**config.mk**
```make
export PLATFORM = sky130hd
export DESIGN_NAME = yuyv_to_rgb_blend_unit
export DESIGN_NICKNAME = d
export VERILOG_FILES = /design/src/design/yrb_pkg.sv /design/src/design/yuyv_to_rgb_blend_unit.sv /design/src/design/yrb_pixel.sv
export SDC_FILE = /design/constraint.sdc
export NUM_CORES = 1
export LEC_CHECK = 0
export ABC_AREA = 1
export BUFFER_PORTS_ARGS = -buffer_cell sky130_fd_sc_hd__buf_2
export CORE_ASPECT_RATIO = 0.75
export CORE_MARGIN = 5
export CORE_UTILIZATION = 29
export DETAILED_ROUTE_END_ITERATION = 7
export PLACE_DENSITY_LB_ADDON = 0.05
export SETUP_SLACK_MARGIN = 0.4
export SLEW_MARGIN = 10
export SYNTH_ARGS = -nofsm -noshare
export SYNTH_HDL_FRONTEND = slang
export SYNTH_HIERARCHICAL = 1
export SYNTH_SLANG_ARGS = --single-unit
```
**constraint.sdc**
```tcl
create_clock -name i_clk -period 13.18 [get_ports i_clk]
set_input_delay 1.318 -clock i_clk [delete_from_list [all_inputs] [get_ports i_clk]]
set_output_delay 1.318 -clock i_clk [all_outputs]
set_load 0.1 [all_outputs]
```
**src/design/yrb_pkg.sv**
```systemverilog
`timescale 1ns / 1ps
// ----------------------------------------------------------------------------
// yrb_pkg
// Shared widths, register indexes and BT.601 coefficients for the YUYV to
// RGB blend unit.
// ----------------------------------------------------------------------------
package yrb_pkg;

    localparam int unsigned SampleW  = 8;
    localparam int unsigned PixelW   = 24;
    localparam int unsigned InDataW  = 80;
    localparam int unsigned OutDataW = 48;
    localparam int unsigned CfgIdxW  = 2;
    localparam int unsigned CfgDataW = 8;
    localparam int unsigned AccW     = 28;

    typedef logic [CfgIdxW-1:0] t_cfg_idx;

    localparam t_cfg_idx CFG_GAMMA_OFFSET = 2'd0;
    localparam t_cfg_idx CFG_BLUR_ENABLE  = 2'd1;
    localparam t_cfg_idx CFG_MONO_ENABLE  = 2'd2;

    localparam logic signed [AccW-1:0] COEF_Y     = 28'sd76283;
    localparam logic signed [AccW-1:0] COEF_R_CR  = 28'sd104595;
    localparam logic signed [AccW-1:0] COEF_G_CR  = 28'sd53281;
    localparam logic signed [AccW-1:0] COEF_G_CB  = 28'sd25624;
    localparam logic signed [AccW-1:0] COEF_B_CB  = 28'sd132252;
    localparam logic signed [AccW-1:0] LUMA_BIAS  = 28'sd16;
    localparam logic signed [AccW-1:0] CHROMA_BIAS = 28'sd128;
    localparam logic [PixelW-1:0]      HALF_MASK  = 24'h7f7f7f;

    typedef struct packed {
        logic [SampleW-1:0] gamma_offset;
        logic               blur_enable;
        logic               mono_enable;
    } t_cfg;

    // floor(x / 2^16) clamped to 0..255
    function automatic logic [SampleW-1:0] clamp_channel(
        input logic signed [AccW-1:0] x
    );
        logic [SampleW-1:0] res;
        if (x[AccW-1]) begin
            res = '0;
        end else if (|x[AccW-2:24]) begin
            res = '1;
        end else begin
            res = x[23:16];
        end
        return res;
    endfunction

endpackage

```
**src/design/yuyv_to_rgb_blend_unit.sv**
```systemverilog
`timescale 1ns / 1ps
// ----------------------------------------------------------------------------
// yuyv_to_rgb_blend_unit
// 4:2:2 YUYV pair to two packed RGB888 pixels with grey mode and blur.
// ----------------------------------------------------------------------------
// Takes one pixel pair per clock while the output is not stalled and
// returns one result beat per input beat through an input register,
// one pass of conversion logic (one constant multiply per term, then
// add and clamp), and an output register. Sustained rate is one pair per
// cycle, limited only by the output side's tready. Configuration writes
// take effect on beats that reach the conversion stage afterwards; write
// them while no beat is in flight.
module yuyv_to_rgb_blend_unit (
    input  logic                              i_clk,
    input  logic                              i_rst_n,
    input  logic                              i_cfg_we,
    input  yrb_pkg::t_cfg_idx                 i_cfg_index,
    input  logic [yrb_pkg::CfgDataW-1:0]      i_cfg_data,
    input  logic                              s_axis_tvalid,
    output logic                              s_axis_tready,
    // luma_first, chroma_red, luma_second, chroma_blue,
    // old_pixel_first, old_pixel_second
    input  logic [yrb_pkg::InDataW-1:0]       s_axis_tdata,
    output logic                              m_axis_tvalid,
    input  logic                              m_axis_tready,
    // rgb_first, rgb_second
    output logic [yrb_pkg::OutDataW-1:0]      m_axis_tdata
);
    import yrb_pkg::*;

    t_cfg                   r_cfg;
    logic                   r_in_valid;
    logic [InDataW-1:0]     r_in_data;
    logic                   r_out_valid;
    logic [OutDataW-1:0]    r_out_data;
    logic                   out_adv;
    logic                   in_acc;
    logic [PixelW-1:0]      rgb_first, rgb_second;

    assign out_adv       = !r_out_valid || m_axis_tready;
    assign s_axis_tready = !r_in_valid || out_adv;
    assign in_acc        = s_axis_tvalid && s_axis_tready;

    always_ff @(posedge i_clk) begin
        if (!i_rst_n) begin
            r_cfg <= '0;
        end else if (i_cfg_we) begin
            unique case (i_cfg_index)
                CFG_GAMMA_OFFSET: r_cfg.gamma_offset <= i_cfg_data;
                CFG_BLUR_ENABLE:  r_cfg.blur_enable  <= i_cfg_data[0];
                CFG_MONO_ENABLE:  r_cfg.mono_enable  <= i_cfg_data[0];
                default: ;
            endcase
        end
    end

    always_ff @(posedge i_clk) begin
        if (!i_rst_n) begin
            r_in_valid <= 1'b0;
        end else if (s_axis_tready) begin
            r_in_valid <= s_axis_tvalid;
        end
    end

    always_ff @(posedge i_clk) begin
        if (in_acc) begin
            r_in_data <= s_axis_tdata;
        end
    end

    yrb_pixel u_pix_first (
        .i_cfg  (r_cfg),
        .i_luma (r_in_data[7:0]),
        .i_cr   (r_in_data[15:8]),
        .i_cb   (r_in_data[31:24]),
        .i_old  (r_in_data[55:32]),
        .o_rgb  (rgb_first)
    );

    yrb_pixel u_pix_second (
        .i_cfg  (r_cfg),
        .i_luma (r_in_data[23:16]),
        .i_cr   (r_in_data[15:8]),
        .i_cb   (r_in_data[31:24]),
        .i_old  (r_in_data[79:56]),
        .o_rgb  (rgb_second)
    );

    always_ff @(posedge i_clk) begin
        if (!i_rst_n) begin
            r_out_valid <= 1'b0;
        end else if (out_adv) begin
            r_out_valid <= r_in_valid;
        end
    end

    always_ff @(posedge i_clk) begin
        if (out_adv && r_in_valid) begin
            r_out_data <= {rgb_second, rgb_first};
        end
    end

    assign m_axis_tvalid = r_out_valid;
    assign m_axis_tdata  = r_out_data;

endmodule

```
**src/design/yrb_pixel.sv**
```systemverilog
`timescale 1ns / 1ps
// ----------------------------------------------------------------------------
// yrb_pixel
// One pixel: gamma offset, BT.601 or grey conversion, optional half-sum
// blend with the stored pixel.
// ----------------------------------------------------------------------------
module yrb_pixel (
    input  yrb_pkg::t_cfg                    i_cfg,
    input  logic [yrb_pkg::SampleW-1:0]      i_luma,
    input  logic [yrb_pkg::SampleW-1:0]      i_cr,
    input  logic [yrb_pkg::SampleW-1:0]      i_cb,
    input  logic [yrb_pkg::PixelW-1:0]       i_old,
    output logic [yrb_pkg::PixelW-1:0]       o_rgb
);
    import yrb_pkg::*;

    logic [SampleW-1:0]         y_adj;
    logic signed [AccW-1:0]     yy, vv, uu;
    logic signed [AccW-1:0]     y_term;
    logic signed [AccW-1:0]     r_sum, g_sum, b_sum;
    logic [PixelW-1:0]          new_px;

    assign y_adj = i_luma + i_cfg.gamma_offset;

    assign yy = signed'(AccW'(y_adj)) - LUMA_BIAS;
    assign vv = signed'(AccW'(i_cr)) - CHROMA_BIAS;
    assign uu = signed'(AccW'(i_cb)) - CHROMA_BIAS;

    assign y_term = COEF_Y * yy;
    assign r_sum  = y_term + COEF_R_CR * vv;
    assign g_sum  = y_term - COEF_G_CR * vv - COEF_G_CB * uu;
    assign b_sum  = y_term + COEF_B_CB * uu;

    always_comb begin
        if (i_cfg.mono_enable) begin
            new_px = {y_adj, y_adj, y_adj};
        end else begin
            new_px = {clamp_channel(b_sum), clamp_channel(g_sum), clamp_channel(r_sum)};
        end
    end

    always_comb begin
        if (i_cfg.blur_enable) begin
            o_rgb = (HALF_MASK & (i_old >> 1)) + (HALF_MASK & (new_px >> 1));
        end else begin
            o_rgb = new_px;
        end
    end

endmodule

```
Yosys cells after proc, flatten, opt, wreduce, memory -nomap -nowiden
Index checks and enable logic that the tools add are counted.
{"block": "totals", "elab_cells": 63, "regBits": 140}
{"block": "op_classes", "reduce_logical": 16, "multipliers": 6, "n_addsub": 16, "n_eq_ne": 2, "n_mux": 16}
{"operator": "28-bit adder", "n": 4}
{"operator": "28-bit subtractor", "n": 4}
{"operator": "24-bit two-way mux", "n": 4}
{"operator": "8-bit two-way mux", "n": 12}
{"operator": "18-bit by 28-bit multiplier with 28-bit output (first input constant)", "n": 3}
{"operator": "23-bit by 23-bit adder with 24-bit output", "n": 2}
{"operator": "13-bit by 28-bit multiplier with 25-bit output (first input constant)", "n": 1}
{"operator": "17-bit by 28-bit multiplier with 26-bit output (first input constant)", "n": 1}
{"operator": "17-bit by 28-bit multiplier with 28-bit output (first input constant)", "n": 1}
{"operator": "3-bit OR reduction", "n": 6}
{"operator": "8-bit by 5-bit subtractor with 9-bit output (second input constant)", "n": 2}
{"operator": "8-bit by 8-bit subtractor with 9-bit output (second input constant)", "n": 2}
{"operator": "8-bit adder", "n": 2}
{"operator": "2-bit AND reduction", "n": 3}
{"operator": "2-bit by 1-bit equality test with 1-bit output (second input constant)", "n": 1}
{"operator": "2-bit equality test (second input constant)", "n": 1}
{"operator": "1-bit logical AND", "n": 2}
{"operator": "1-bit zero test", "n": 2}
{"operator": "2-bit zero test", "n": 1}
{"operator": "1-bit logical OR", "n": 2}

Logic depth before layout (Yosys ltp)
{"block": "logic_depth", "depth_word": 11, "ltp_mapped": 61, "depth_no_buf": 61}

Cells and area by module
The synthesis kept the hierarchy.
{"mod": "yrb_pixel at u_pix_first", "area_per_inst_um2": 16231.8, "instances": 1, "cells_per_inst": 2163}
{"mod": "yrb_pixel at u_pix_second", "area_per_inst_um2": 16143.0, "instances": 1, "cells_per_inst": 2165}
{"mod": "yuyv_to_rgb_blend_unit", "area_per_inst_um2": 4398.0, "instances": 1, "cells_per_inst": 210}

Worst setup path after synthesis
No wires, ideal clock.
{"block": "synth_timing", "path_kind": "reg2reg", "start": "reg r_in_data[0]", "end": "reg r_out_data[14] (netlist: m_axis_tdata[14]), data pin", "setup_time_ps": 252, "arrival_ps": 10618, "stages_incl_launch_ff": 51, "slack_ps": 2310, "path_buffers": 0, "path_cell_list": "edfxtp_1 > ha_1 > fa_1 > a31o_2 > xor2_1 > inv_1 > nor2_1 > nand2_1 > xor2_1 > inv_1 > fa_1 > fa_1 > inv_1 > fa_1 > inv_1 > fa_1 > ha_1 > ha_1 > (+15 left out) > nand3_1 > nand3_2 > nand3_1 > nand2_1 > a21boi_0 > o21ai_0 > a21oi_2 > nand2_1 > nand2_1 > ha_1 > fa_1 > a31oi_1 > nor2_1 > o21ai_0 > nand2_1 > xor2_1 > nand2_1 > nand2_1"}
{"block": "synth_between", "elab_chain_cells": 11, "word_cells_on_any_way": 15}
{"element": "from (decl)", "line": "yuyv_to_rgb_blend_unit.sv:33", "text": "logic [InDataW-1:0] r_in_data;"}
{"element": "from (signal assigned)", "line": "yuyv_to_rgb_blend_unit.sv:67", "text": "r_in_data <= s_axis_tdata;"}
{"element": "8-bit adder (*)", "line": "yrb_pixel.sv:23", "text": "assign y_adj = i_luma + i_cfg.gamma_offset;"}
{"element": "8-bit by 5-bit subtractor with 9-bit output", "line": "yrb_pixel.sv:25", "text": "assign yy = signed'(AccW'(y_adj)) - LUMA_BIAS;"}
{"element": "18-bit by 28-bit multiplier with 28-bit output", "line": "yrb_pixel.sv:29", "text": "assign y_term = COEF_Y * yy;"}
{"element": "28-bit subtractor (2 in series)", "line": "yrb_pixel.sv:31", "text": "assign g_sum = y_term - COEF_G_CR * vv - COEF_G_CB * uu;"}
{"element": "3-bit OR reduction", "line": "yrb_pkg.sv:45", "text": "end else if (|x[AccW-2:24]) begin"}
{"element": "8-bit two-way mux", "line": "yrb_pkg.sv:45"}
{"element": "8-bit two-way mux", "line": "yrb_pkg.sv:43", "text": "if (x[AccW-1]) begin"}
{"element": "24-bit two-way mux (*)", "line": "yrb_pixel.sv:35", "text": "if (i_cfg.mono_enable) begin"}
{"element": "23-bit by 23-bit adder with 24-bit output", "line": "yrb_pixel.sv:44", "text": "o_rgb = (HALF_MASK & (i_old >> 1)) + (HALF_MASK & (new_px >> 1));"}
{"element": "24-bit two-way mux (*)", "line": "yrb_pixel.sv:43", "text": "if (i_cfg.blur_enable) begin"}
{"element": "named net rgb_first[14]", "line": "yuyv_to_rgb_blend_unit.sv:38", "text": "logic [PixelW-1:0] rgb_first, rgb_second;"}
{"element": "to (signal assigned)", "line": "yuyv_to_rgb_blend_unit.sv:99", "text": "r_out_data <= {rgb_second, rgb_first};"}
{"element": "to (decl)", "line": "yuyv_to_rgb_blend_unit.sv:35", "text": "logic [OutDataW-1:0] r_out_data;"}
The timed path passes the listed nets; every way through them passes the cells marked *.
A chain may end at the register's enable or synchronous reset.

Worst setup path in the final report
{"block": "layout_timing", "start": "reg r_in_data[16]", "end": "reg r_out_data[38] (netlist: m_axis_tdata[38]), data pin"}
{"block": "layout_between", "elab_chain_cells": 11, "word_cells_on_any_way": 15}
{"element": "8-bit adder (*)", "line": "yrb_pixel.sv:23"}
{"element": "8-bit by 5-bit subtractor with 9-bit output", "line": "yrb_pixel.sv:25"}
{"element": "18-bit by 28-bit multiplier with 28-bit output", "line": "yrb_pixel.sv:29"}
{"element": "28-bit subtractor (2 in series)", "line": "yrb_pixel.sv:31"}
{"element": "3-bit OR reduction", "line": "yrb_pkg.sv:45"}
{"element": "8-bit two-way mux", "line": "yrb_pkg.sv:45"}
{"element": "8-bit two-way mux", "line": "yrb_pkg.sv:43"}
{"element": "24-bit two-way mux (*)", "line": "yrb_pixel.sv:35"}
{"element": "23-bit by 23-bit adder with 24-bit output", "line": "yrb_pixel.sv:44"}
{"element": "24-bit two-way mux (*)", "line": "yrb_pixel.sv:43"}
{"element": "named net rgb_second[14]", "line": "yuyv_to_rgb_blend_unit.sv:38"}
Marks and branches as above.

==> impl_metrics.toml <==
[status]
status = "finished clean"

[layout]
synthToLayoutAreaGrowth_pct = 10.3
mostFrequentLayoutCell = "inv_1"
final_cell_mix = "1058 x inv_1, 912 x ha_1, 743 x nand2_1"
nets = 6046
drive_above_1_share_pct = 7.60
finalInstanceArea_um2 = 40300

[routing]
wl_per_cell_um = 18.8
drtAntennaViolNets = 0
drc = 0
drt-vias-per-instance = 4.59
num_vias = 29367
firstDrtPassIters = 5
routed_wl_um = 120000
drt_iter0_drc = 1926

[grt]
grt_max_degree = 50
antenna_found_initial = 11
grt_usage_pct = 18.0
grt_pass1_vias = 29278
overflow = 0
grt_pass1_wl_um = 183000

[setup_path]
crit_buf_inv = 11
worstSetupStartpointType = "flip-flop"
critPathCaptureType = "flip-flop"
cpMaxStageDelayCell = "nor4_1"
crit_path_max_fanout = 8
r2r-start = "r_in_data[16]"
reg2reg_slack_ps = 1260
cpPeakStageDelay_ps = 550
required_ps = 13400
crit_type = "reg -> reg"
cp_top_family = "adder cells"
cp.depth = 51
crit_top_cell = "inv_1"
startpoint = "r_in_data[16]"
crit_path_end = "m_axis_tdata[38]"
r2r-end = "m_axis_tdata[38]"
reg2regPathDepth = 51
arrival_ps = 12140

[logic_synthesis]
ys_warn_count = 6
syn_avg_cell_area_um2 = 8.07
netlist_instances = 4532
synth.cell_area_um2 = 36600
synthesis.nets = 5857

[job]
maxCapViolations = 0

[timing]
tightest_slew_ps = 1050
slew_headroom_pct = 30.3
fmaxAchievable_ghz = 0.0839
hold_viol = 0
rsz0062_at_grt = "no"
layout_worst_path_cycle_share_pct = 90.5
drv_slew = 0
setup_violations = 0
fin_skew_ps = 25.4
whs_ps = 534
min_period_ps = 11920
finalSetupTns_ps = 0

[worst_hold_path]
hold_class = "reg -> reg"

[floorplan]
initial_core_util_pct = 29.3
die_w_um = 420
core_um2 = 125000
die_area_um2 = 133000
core.rowCount = 112
die_y_um = 318
ios = 145

[clock_tree]
cts_max_path_buffers = 2
cts_tree = "done"
tritoncts_num_sinks = 134
clkTransAtPathRegs_ps = 70
cts_hold_buf = 0
cts_root_buf = "clkbuf_16"
cts-buffers-inserted = 17
clock_latency_ps = 490
htreeDepth = 4

[placement]
hpwl_um = 105000
place.gp.congestion = 0.831
port_buffers = 138
place_area_um2 = 39600
-- per-stage QoR --
step | setup WS, ps | std cells | utilization (%)
after floorplan | 2310 | 4532 | -
after global placement | 793 | 6354 | 31.7
after detailed placement | 722 | 6354 | 31.7
after CTS | 672 | 6386 | 32.2
after global routing | 421 | 6387 | 32.3
final | 1260 | 6393 | 32.3
-- sequential cells by signal, indices dropped and copies added (netlist names) --
register	cells
r_in_data	74
m_axis_tdata	48
r_cfg	10
m_axis_tvalid	1
r_in_valid	1
-- worst min-delay path: cells and delay by family (launching register included) --
kind,cells,cell delay [ps]
compound gates,1,70
flops,1,310
simple gates,1,110
-- metal layers --
| metal | wire (um) | global-route usage (%) |
|---|---|---|
| met3 | 5760 | 2.18 |
| met4 | 442 | 1.40 |
| met1 | 71300 | 31.8 |
| met5 | 27 | 0 |
| met2 | 42500 | 23.1 |
-- repair_timing --
action / in CTS / in global routing
buffers inserted: 0 / 1
setup endpoints to repair: 0 / 15
gates resized for setup: 0 / 18
-- how the worst min path moves through the flow --
| stage | startpoint | slack, ps | cells past startpoint | end |
|---|---|---|---|---|
| 2_1_floorplan | r_in_valid | 450 | 2 | m_axis_tvalid |
| 3_3_place_gp | m_axis_tvalid | 520 | 2 | m_axis_tvalid |
| 3_5_place_dp | m_axis_tvalid | 520 | 2 | m_axis_tvalid |
| 4_1_cts | m_axis_tvalid | 530 | 2 | m_axis_tvalid |
| 5_1_grt | m_axis_tvalid | 570 | 2 | m_axis_tvalid |
| 6_report | r_in_valid | 530 | 2 | r_in_valid |
-- layout make-up --
type                            count  area (um2)
Fill cell                       13467       84500
Multi-Input combinational cell   3306       28600
Inverter                         1075        4040
Sequential cell                   134        3910
Tap cell                         1653        2070
Timing Repair Buffer              187        1060
Clock buffer                       19         433
Clock inverter                     13         193
Antenna cell                        6        15.0
Power is left out: the tool's default activity adds up to more than one toggle a clock period on the data nets, which glitch-free logic cannot reach.
